## src/rtl/box_filter_mip_chain_generator_core_defines.svh

```systemverilog
// Assertion macros for the mip chain generator.
`ifndef BOX_FILTER_MIP_CHAIN_GENERATOR_CORE_DEFINES_SVH
`define BOX_FILTER_MIP_CHAIN_GENERATOR_CORE_DEFINES_SVH
`ifndef SYNTHESIS
`define BFM_ASSERT(label, clk, rst, prop, msg) \
  label: assert property (@(posedge clk) disable iff (rst) (prop)) else $error(msg);
`define BFM_ASSERT_NR(label, clk, prop, msg) \
  label: assert property (@(posedge clk) (prop)) else $error(msg);
`else
`define BFM_ASSERT(label, clk, rst, prop, msg)
`define BFM_ASSERT_NR(label, clk, prop, msg)
`endif
`endif

```

## src/rtl/bfm_ram.sv

```systemverilog
`timescale 1ns / 1ps
// ----------------------------------------------------------------------------
// bfm_ram
// Generic single-port write, single-port read RAM with registered read.
// ----------------------------------------------------------------------------
module bfm_ram #(
  parameter int WIDTH = 8,
  parameter int DEPTH = 16
) (
  input  logic                     clk,
  input  logic                     we,
  input  logic [$clog2(DEPTH)-1:0] waddr,
  input  logic [WIDTH-1:0]         wdata,
  input  logic [$clog2(DEPTH)-1:0] raddr,
  output logic [WIDTH-1:0]         rdata
);
  logic [WIDTH-1:0] mem [DEPTH];

  always_ff @(posedge clk) begin
    if (we) begin
      mem[waddr] <= wdata;
    end
    rdata <= mem[raddr];
  end
endmodule

```

## config.mk

```make
export PLATFORM = sky130hd
export DESIGN_NAME = bfm_ram
export DESIGN_NICKNAME = d
export VERILOG_FILES = /design/src/rtl/box_filter_mip_chain_generator_core_defines.svh /design/src/rtl/bfm_ram.sv
export SDC_FILE = /design/constraint.sdc
export NUM_CORES = 1
export LEC_CHECK = 0
export CAP_MARGIN = 30
export CELL_PAD_IN_SITES_DETAIL_PLACEMENT = 2
export CELL_PAD_IN_SITES_GLOBAL_PLACEMENT = 2
export CORE_MARGIN = 10
export CORE_UTILIZATION = 50
export DETAILED_ROUTE_END_ITERATION = 12
export DONT_BUFFER_PORTS = 1
export PLACE_DENSITY_LB_ADDON = 0.3
export SLEW_MARGIN = 20
export SYNTH_ARGS = -nofsm -noshare
export SYNTH_HDL_FRONTEND = slang
export SYNTH_SLANG_ARGS = --single-unit
```

## constraint.sdc

```tcl
create_clock -name clk -period 2.1 [get_ports clk]
set_input_delay 0.42 -clock clk [delete_from_list [all_inputs] [get_ports clk]]
set_output_delay 0.42 -clock clk [all_outputs]
set_load 0.01 [all_outputs]
```

==> impl_summary.md <==
Routing
In the routed design, unresolved DRC markers number 0. The number of DRC violations after detailed-routing iteration 0 is 292. In the routed layout, each cell is associated on average with a via count of 6.18.

The number of vias after detailed routing is 2532. In this run the remaining antenna-violating nets after routing total 0. Dividing the detail-routed wire length by the instance count gives 34.0 µm. The first-pass detailed-route iteration total is 5. Wires add up to 13900 µm.

Logic synthesis
The average footprint of a synthesized cell is 22.5 µm². During synthesis, Yosys emitted a total of 0 warnings. The number of library cell types mapped by synthesis is 19. Counting flops and latches in the post-synthesis netlist gives 136. The synthesized instance count is 229. Sequential cells were found to cover 77.8% of the synthesized design area. The number of nets in the synthesized netlist is 247. The mapped netlist covers 5150 µm².

Worst setup path
The critical setup path kind is reg -> reg. The data required time of the worst path is 2.51 ns. In this run the worst path has a maximum fanout of 1. The startpoint class of the critical path is a flip-flop. The critical path data arrival time is 1.90 ns. The critical path endpoint category is a flip-flop.

Clock network
The total number of H-tree levels is 4. The clock sink total is 136. TritonCTS built the clock tree. The clock transition at the register clock pins on the worst setup and hold paths after CTS is 0.06 ns.

Clock tree synthesis inserted a total of 17 buffers. The number of setup buffers added after CTS is 0. In this run the deepest clock path goes through 2 buffers. The clock tree root driver cell is clkbuf_8. The clock latency on the worst-skew pair is 0.53 ns.

Finish
With fillers left out, the area of the finished cells amounts to 6060 µm². Compared with the post-synthesis result, the final layout area differs by 17.8%. The leading cell type in the layout, fill and taps excluded is edfxtp_1. 0 antenna diodes ended up in the layout.

Cells with a size suffix above 1 make up 23.8% of the layout. The filler cells instantiated in the layout total 784. After the last flow step, the layout net total stands at 282.

The top cell types in the final layout, fill and taps aside, are edfxtp_1, mux4_2, buf_4.

Pwr
The cell leakage power is 0.00202 µW. The worst-case vdd ir drop is 618 µV. The power per cell area is 1070 nW/µm².

Hold path
The type of the tightest min-delay check is in -> reg.

Timing
The sum of negative setup slack is 0 ns. Setup repair after global routing left no endpoint under its margin. The count of pins over their slew limit is 0.

The smallest clock period supported by the final layout is computed as 1.49 ns. The achievable frequency is 0.669 GHz. The actual slew at the worst max-slew pin is 0.764 ns. The number of hold-slack violations in the final timing report is 0. The clock tree skew after final layout is 0.0102 ns. The number of endpoints failing setup at the final stage is 0. The final critical path takes up 71.1% of the cycle. Measured against its own limit, the worst slew margin works out to 48.9%.

Job
The number of violations of the max-capacitance limit is 0.

Place
The post-DP HPWL is 8610 µm. The count of port buffers added during placement is 0. In this run the cell area measured after placement is 5360 µm². Routability-driven placement finished with a final weighted congestion of 0.740.

Global route
The number of global-route vias before repair is 2823. Entering global routing, the biggest net connects 33 pins. Summed over all layers, the global routing overflow is 0. The total global routing track utilization is 20.1%. The first global-routing pass estimated 20400 µm of wire. The initial antenna violation count is 0.

Floorplan
The number of top-level pins is 26. The area of the core is 9910 µm². From left edge to right edge, the die measures 121 µm. The starting density of the core is 51.9%.

The die footprint is 14800 µm². In this run the core area contains 36 standard-cell rows. The vertical die dimension is 121 µm.

Status
The run finished with clean final reports.
registers in the layout, summed over array words and instances (netlist names):
signal  count
mem       128
rdata       8
power by group:
| part | internal, µW | switching, µW | leakage, µW | total [µW] |
|---|---|---|---|---|
| Combinational | 104 | 132 | 0.000500 | 236 |
| Sequential | 3040 | 41.5 | 0.00122 | 3080 |
| Clock | 2030 | 1160 | 0.000296 | 3190 |
| Total | 5170 | 1330 | 0.00202 | 6500 |
worst paths after layout:
kind	from	endpoint	slack (ns)	cells after the start
min reg2reg	mem[13][0]$_DFFE_PP_	rdata[0]$_DFF_P_	0.70	3
max	mem[2][0]$_DFFE_PP_	rdata[0]$_DFF_P_	0.61	3
max reg2reg	mem[2][0]$_DFFE_PP_	rdata[0]$_DFF_P_	0.61	3
min	raddr[1]	rdata[7]$_DFF_P_	0.22	3
synthesized netlist by cell type, drive strengths merged:
cell type	n	area share, %
nand2b	2	0.24
nand3b	2	0.29
edfxtp	128	75
a22oi	16	2.3
clkdlybuf4s25	3	0.58
mux4	32	15
buf	7	1.1
nor2b	1	0.12
nand2	9	0.66
nor2	13	0.95
or3b	1	0.17
nand3	1	0.097
and2	1	0.12
nor3	4	0.39
dfxtp	8	3.1
and2b	1	0.15
layer usage:
metal | global-route usage (%) | share of wire (%)
met3 | 6.79 | 7.0
met2 | 31.6 | 50
met1 | 25.8 | 41
met5 | 0 | 0
met4 | 6.71 | 1.8
layout make-up:
type                    instances  area [µm²]  share of cell area (%)
clock inverters                15         208                    3.42
clock buffers                  17         414                    6.83
flip-flops and latches        136        4000                    66.0
well taps                     133         166                    2.74
repair buffers                 26         215                    3.55
multi-input cells              83        1060                    17.4
critical path: stages (launching register included):
cell and delay, ns:
edfxtp_1 0.39, mux4_1 0.53, a22oi_1 0.35, nand2_1 0.09
through the flow:
step	cells	hold slack (ns)	total power, µW	worst slack, ns	utilization, %
3_5_place_dp	370	0.520	3310	0.470	54.1
6_report	410	0.222	6500	0.606	61.2
2_1_floorplan	229	0.519	3270	0.187	-
5_1_grt	410	0.207	6680	0.541	61.2
3_3_place_gp	370	0.520	3290	0.546	54.1
4_1_cts	410	0.207	6530	0.551	61.2
cells by family after synthesis:
kind of cell,after synthesis,synth area share [%]
AOI/OAI and AO/OA,16,2.33
buffers and inverters,10,1.68
DFF,136,77.8
muxes,32,15.0
and+or+nand+nor,35,3.18
repair_timing:
item / 4_1_cts / 5_1_grt
gates resized for setup: 0 / 0
hold buffers: 8 / 0
hold endpoints to repair: 128 / 0
(Power assumes the default switching activity.)
