File: src/rtl/box_filter_mip_chain_generator_core_defines.svh
// Assertion macros for the mip chain generator.
`ifndef BOX_FILTER_MIP_CHAIN_GENERATOR_CORE_DEFINES_SVH
`define BOX_FILTER_MIP_CHAIN_GENERATOR_CORE_DEFINES_SVH
`ifndef SYNTHESIS
`define BFM_ASSERT(label, clk, rst, prop, msg) \
  label: assert property (@(posedge clk) disable iff (rst) (prop)) else $error(msg);
`define BFM_ASSERT_NR(label, clk, prop, msg) \
  label: assert property (@(posedge clk) (prop)) else $error(msg);
`else
`define BFM_ASSERT(label, clk, rst, prop, msg)
`define BFM_ASSERT_NR(label, clk, prop, msg)
`endif
`endif

File: src/rtl/bfm_pkg.sv
`timescale 1ns / 1ps
// ----------------------------------------------------------------------------
// bfm_pkg
// Shared types and constants of the mip chain generator.
// ----------------------------------------------------------------------------
package bfm_pkg;
  localparam int MAX_DIM      = 4096;
  localparam int MAX_LEVELS   = 13;
  localparam int MAX_CHANNELS = 4;
  localparam int AW   = $clog2(MAX_DIM);
  localparam int LW   = 4;
  localparam int PW   = 9;
  localparam int QW   = 10;

  localparam logic [1:0] REG_WIDTH    = 2'd0;
  localparam logic [1:0] REG_HEIGHT   = 2'd1;
  localparam logic [1:0] REG_LEVELS   = 2'd2;
  localparam logic [1:0] REG_CHANNELS = 2'd3;

  typedef struct packed {
    logic [7:0] chan3;
    logic [7:0] chan2;
    logic [7:0] chan1;
    logic [7:0] chan0;
  } in_item_t;

  typedef struct packed {
    logic [3:0]  level;
    logic [11:0] pos_x;
    logic [11:0] pos_y;
    logic [7:0]  out0;
    logic [7:0]  out1;
    logic [7:0]  out2;
    logic [7:0]  out3;
    logic        run_last;
    logic        image_done;
  } out_item_t;

  typedef struct packed {
    logic [3:0][PW-1:0] ch;
  } pair_t;

  typedef enum logic [1:0] {S_IDLE, S_CALC, S_READ, S_EMIT} state_t;

  typedef struct packed {
    logic            hor_self;
    logic            ver_self;
    logic            pend_odd;
    logic            row_odd;
  } lane_ctl_t;
endpackage

File: src/rtl/bfm_lane.sv
`timescale 1ns / 1ps
// ----------------------------------------------------------------------------
// bfm_lane
// One channel of the 2x2 box filter: pair sum and quad average.
// ----------------------------------------------------------------------------
module bfm_lane (
  input  logic                  val_en,
  input  logic [7:0]            val,
  input  logic [bfm_pkg::PW-1:0] pend,
  input  logic [bfm_pkg::PW-1:0] row,
  input  bfm_pkg::lane_ctl_t    ctl,
  output logic [bfm_pkg::PW-1:0] pair,
  output logic [7:0]            avg
);
  import bfm_pkg::*;
  logic [7:0]    v;
  logic [QW-1:0] quad;
  logic [QW:0]   rnd;

  always_comb begin
    v    = val_en ? val : 8'd0;
    pair = ctl.hor_self ? {v, 1'b0} : (pend + {1'b0, v});
    quad = ctl.ver_self ? {pair, 1'b0} : ({1'b0, row} + {1'b0, pair});
    rnd  = {1'b0, quad} + (QW+1)'(2);
    avg  = rnd[9:2];
  end
endmodule

File: config.mk
export PLATFORM = sky130hd
export DESIGN_NAME = bfm_lane
export DESIGN_NICKNAME = d
export VERILOG_FILES = /design/src/rtl/box_filter_mip_chain_generator_core_defines.svh /design/src/rtl/bfm_pkg.sv /design/src/rtl/bfm_lane.sv
export SDC_FILE = /design/constraint.sdc
export NUM_CORES = 1
export LEC_CHECK = 0
export ABC_AREA = 1
export BUFFER_PORTS_ARGS = -buffer_cell sky130_fd_sc_hd__buf_2
export CORE_ASPECT_RATIO = 1.5
export CORE_MARGIN = 2
export CORE_UTILIZATION = 58
export DETAILED_ROUTE_END_ITERATION = 8
export MAX_ROUTING_LAYER = met4
export PLACE_DENSITY = 0.91
export RECOVER_POWER = 100
export SLEW_MARGIN = 10
export SYNTH_ARGS = -nofsm -noshare
export SYNTH_HDL_FRONTEND = slang
export SYNTH_SLANG_ARGS = --single-unit
File: constraint.sdc
create_clock -name vclk -period 6
set_input_delay 1.2 -clock vclk [all_inputs]
set_output_delay 1.2 -clock vclk [all_outputs]
set_load 0.1 [all_outputs]
==> run metrics, run 1 <==
xor and xnor area share after synthesis 5.77%; # rows 21; post-synthesis sequential area ratio 0%; fin cells 303; most frequent cells in the layout nand2_1 (73), inv_1 (37), buf_2 (28); fin nets 331; Compound-Gate Fraction of Synth Area 12.6%; vias in the first global route 1,640; Syn-to-layout area delta 27.5%; Synthesized Nets 286; HPWL after DPL 3090 um; min Tclk post-route 5.67 ns; peak supply drop 0.124 mV; Critical Path RT 4.80 ns; routed vias/inst 5.42; dominant cells by area after synthesis nand2_1 (21%), ha_1 (15%), inv_1 (11%), nand3_1 (7.7%), nand2_2 (4.6%); Simple-Gate Fraction of Synth Area 49.6%; share of post-route cells with drive strength above 1 27.5%; Wirelength per Cell 11.4 um; mux cell area share after synthesis 0%; CLK BUF 0; Placed Cells 303; number of max-cap violations 0; initial core utilization 61.1%; initial antenna violation count 0; die width 43.6 um; Starting DRT DRC Count 18; CORE AREA 0.00223 mm2; pwr dens 208 mW/mm2; Setup violations, final 0; CTS Hold Bufs 0; Ports 48; WP data arrival 4.47 ns; number of antenna diodes 0; max_slew headroom 22.5%; global-route wire length before repair 6230 um; status finished, final reports clean; Routed WL 3440 um; Leakage 1.01 nW; Least-Margin Pin Slew 1.17 ns; Cell Area, Synth 0.00137 mm2; syn_area_per_cell 5.76 um2; Total Neg Setup Slack 0 ns; GP Congestion 0.884; Crit Path Category input pin to primary output; Syn Inst Count 237; worst-path fanout max 13; largest net degree at the start of global routing 15; Synth area leader nand2_1; FF+latch count 0; Reg area 0 um2; die height 63.4 um; die footprint 0.00277 mm2; total gr overflow 0; Worst Hold Class input pin to primary output; DRC Markers 0; final period utilization 94.5%; Netlist cell types 32; PostCTS Resize Cnt 0; Final Max Slew Viols 0; drt first pass iters 4; Warnings, synthesis 0; setup repair bufs after CTS 0; largest family of logic cells by synthesized area simple AND/OR/NAND/NOR gates; most common cell after layout, fill and taps aside nand2_1; GRT Overall Usage 27.9%; fmax 176 MHz; RSZ-0062 raised after global routing no; routed vias 1,641; IO buf count 46; area fraction of the dominant cell type after synthesis 20.9%; crit start category input pin; Final ANT Viol Nets 0; endpoint type of the worst setup path primary output; Synth Area in Adders 17.6%; Final Hold Violating Endpoints 0
==> routing by layer <==
metal | up-vias | share of wire (%) | track usage, %
met5 | - | 0 | -
met3 | 12 | 2.7 | 0.860
met4 | 0 | 3.3 | 9.09
met2 | 35 | 58 | 56.3
met1 | 754 | 36 | 26.0
li1 | 840 | - | -
==> cell families after synthesis <==
family | Yosys count
AND/OR/NAND/NOR | 138
AO/OA/AOI/OAI | 26
buffers and inverters | 46
adder cells (fa/ha/maj) | 18
XOR/XNOR | 9
==> power by group <==
| part | internal, mW | switching (mW) |
|---|---|---|
| registers | 0 | 0 |
| logic | 0.0951 | 0.267 |
| clock network | 0 | 0 |
==> worst paths after layout <==
check  startpoint  endpoint  slack, ns  cells after the start
max        val_en    avg[6]       0.33                     26
min        val[5]    avg[5]       3.12                      7
==> layout make-up <==
type | instances | area [um2]
multi-input combinational | 191 | 1270
fill | 204 | 493
timing repair buffer | 46 | 272
inverter | 43 | 170
tap | 23 | 28.8
==> per-stage QoR <==
stage | util [%] | cell area [um2] | hold slack [ns] | power (mW) | setup WS, ns
2_1_floorplan | - | 1470 | 2.59 | 0.298 | 0.0385
3_3_place_gp | 78.5 | 1750 | 3.00 | 0.360 | 0.303
3_5_place_dp | 78.5 | 1750 | 3.01 | 0.368 | 0.163
4_1_cts | 78.5 | 1750 | 3.02 | 0.368 | 0.148
5_1_grt | 77.9 | 1740 | 3.18 | 0.391 | 0.0388
6_report | 77.9 | 1740 | 3.12 | 0.363 | 0.333
==> critical path, stage by stage <==
cell,delay [ns]
buf_6,0.13
nand2_1,0.06
inv_1,0.06
ha_1,0.39
nand3_1,0.13
nand3_1,0.13
nand2_2,0.08
nand2_2,0.07
nand3_1,0.06
nand2_1,0.08
nand2_1,0.08
nand2_1,0.12
clkinvlp_4,0.12
ha_4,0.24
nand2_1,0.08
inv_1,0.07
nand4_1,0.08
o211ai_1,0.10
or2_2,0.28
nand3_1,0.13
nand2_1,0.19
nand3_1,0.13
nand2_1,0.05
nand2_1,0.08
clkinvlp_2,0.13
buf_12,0.19
==> cell usage after synthesis (all sizes together) <==
master	n
o21a	2
o211ai	1
ha	16
clkinv	3
inv	40
fa	2
nand3b	2
nand3	27
xnor2	2
a221oi	1
and3	1
nand4	8
a21o	2
nor2	11
nand2	87
o21ai	6
buf	2
clkbuf	1
or2	2
xor2	7
a21boi	1
a21oi	13
Power figures use the tool's default switching activity.
==> run 2: changes to the inputs <==
--- a/config.mk
+++ b/config.mk
@@ -9,10 +9,9 @@
 export BUFFER_PORTS_ARGS = -buffer_cell sky130_fd_sc_hd__buf_2
 export CORE_ASPECT_RATIO = 1.5
 export CORE_MARGIN = 2
-export CORE_UTILIZATION = 58
+export CORE_UTILIZATION = 35
 export DETAILED_ROUTE_END_ITERATION = 8
 export MAX_ROUTING_LAYER = met4
-export PLACE_DENSITY = 0.91
 export RECOVER_POWER = 100
 export SLEW_MARGIN = 10
 export SYNTH_ARGS = -nofsm -noshare
==> run metrics, run 2 (synthesis gave the netlist of run 1 again) <==
status finished, final reports clean; crit start category input pin; Tot Pwr 0.360 mW (-0.81%); fin nets 333 (+0.60%); worst-path fanout max 4 (-9); Least-Margin Pin Slew 1.18 ns (+0.0110 ns); worst-path cell chain buf_2, nand2_1, inv_1, ha_1, inv_1, fa_1, o21ai_4, inv_1, fa_1, xor2_1, o21ai_1, ha_1, nand2_2, nor2_4, nand2_2, a21oi_4, nand4_1, nand2_1, clkinvlp_4, buf_12; largest stage delay on the critical path 0.48 ns (+0.09 ns); RSZ-0062 raised after global routing no; Routed WL 3360 um (-2.3%); Final Hold Violating Endpoints 0 (unchanged); GR Util met3 0% (-0.86 points); min Tclk post-route 5.61 ns (-0.0564 ns); vias in the first global route 1,571 (-4.2%); Crit path max-delay family adder cells; global-route wire length before repair 6190 um (-0.66%); total gr overflow 0 (unchanged); fill count 445 (+120%); Total Neg Setup Slack 0 ns (unchanged); Cell Int Power 0.0950 mW (-0.11%); initial core utilization 36.7% (-24 points); Combinational Power Share 100.0% (about the same); number of antenna diodes 0 (unchanged); Final ANT Viol Nets 0 (unchanged); die height 80.5 um (+27%); largest net degree at the start of global routing 15 (unchanged); cell mode on critical path inv_1; hold path cells 10 (+3); Leakage 1.01 nW (+0.53%); Final Util 47.5% (-30 points); die width 55.0 um (+26%); endpoint type of the worst setup path primary output; Critical Path RT 4.80 ns (about the same); Wirelength per Cell 10.4 um (-8.9%); Ports 48 (unchanged); FF+latch count 0 (unchanged); routed vias 1,567 (-4.5%); Syn-to-layout area delta 29.3%; Worst Hold Class input pin to primary output; Final Max Slew Viols 0 (unchanged); DRC Markers 0 (unchanged); sequential power share 0% (unchanged); peak supply drop 0.123 mV (-1.0%); sw frac 73.6% (-0.18 points); grt met1 use 20.5% (-5.6 points); highest-delay cell along the critical path fa_1; Reg area 0 um2 (unchanged); CLK BUF 0 (unchanged); pwr dens 204 mW/mm2 (-2.2%); Buf+Inv Stages, Crit Path 6 (unchanged); most frequent cells in the layout nand2_1 (74), inv_1 (37), buf_2 (29); IO buf count 46 (unchanged); GP Congestion 0.912 (+3.2%); sw power 0.265 mW (-1.1%); Setup violations, final 0 (unchanged); Starting DRT DRC Count 22 (+4); Worst Setup SP val_en; routed vias/inst 4.82 (-11%); die footprint 0.00443 mm2 (+60%); busiest grt layer met2; max_slew headroom 21.8% (-0.73 points); WP data arrival 4.41 ns (-0.06 ns); initial antenna violation count 0 (unchanged); Global Route met2 Usage 35.7% (-21 points); clock power share 0% (unchanged); Worst Setup EP avg[7]; fmax 178 MHz (+1.0%); number of max-cap violations 0 (unchanged); final period utilization 93.5% (-0.94 points); Crit Path Category input pin to primary output; HPWL after DPL 3080 um (-0.36%); GRT Overall Usage 18.1% (-9.7 points); share of post-route cells with drive strength above 1 27.3% (-0.20 points); # rows 27 (+29%); most common cell after layout, fill and taps aside nand2_1; drt first pass iters 4 (unchanged); CORE AREA 0.00372 mm2 (+66%); logic depth of the worst path, buffers included 20 (-23%)
-- run 2: cell count changes in the layout (fill, tap and decap cells not counted), sizes merged --
cell | previous run | this run
buf | 32 | 34
-- run 2: what timing repair did --
item,in CTS,in global routing
setup buffers,0,0
setup endpoints to repair,0,2
gates resized for setup,0,2
hold buffers,0,0
-- run 2: stage by stage --
step	instances	cell area (um2)	worst slack, ns	hold slack [ns]
floorplan	237	1470	0.0385	2.59
global placement	325	1790	0.322	3.01
detailed placement	325	1790	0.300	3.02
CTS	325	1790	0.288	3.02
global route	325	1770	0.0463	3.24
finish	325	1770	0.389	3.17
-- run 2: layout make-up --
type	count	area (um2)	share of cell area, %
repair buffers	48	275	15.6
multi-input cells	191	1260	71.6
inverters	43	173	9.78
well taps	43	53.8	3.05
-- run 2: layer usage --
| metal | wire length, um | vias up |
|---|---|---|
| met5 | 0 | - |
| met4 | 8 | 0 |
| met3 | 66 | 2 |
| met2 | 1960 | 23 |
| met1 | 1330 | 697 |
| li1 | - | 845 |
-- run 2: power groups by stage --
stage / clock, mW / combinational [mW] / sequential, mW
after CTS: 0 / 0.370 / 0
after global placement: 0 / 0.367 / 0
after detailed placement: 0 / 0.369 / 0
after floorplan: 0 / 0.298 / 0
after global routing: 0 / 0.392 / 0
final: 0 / 0.360 / 0
-- run 2: worst min path at each step --
stage | startpoint | to
2_1_floorplan | ctl[3] | pair[0]
3_3_place_gp | val[7] | pair[8]
6_report | val[7] | avg[7]
5_1_grt | val[4] | avg[4]
4_1_cts | val[7] | pair[8]
3_5_place_dp | val[3] | pair[4]
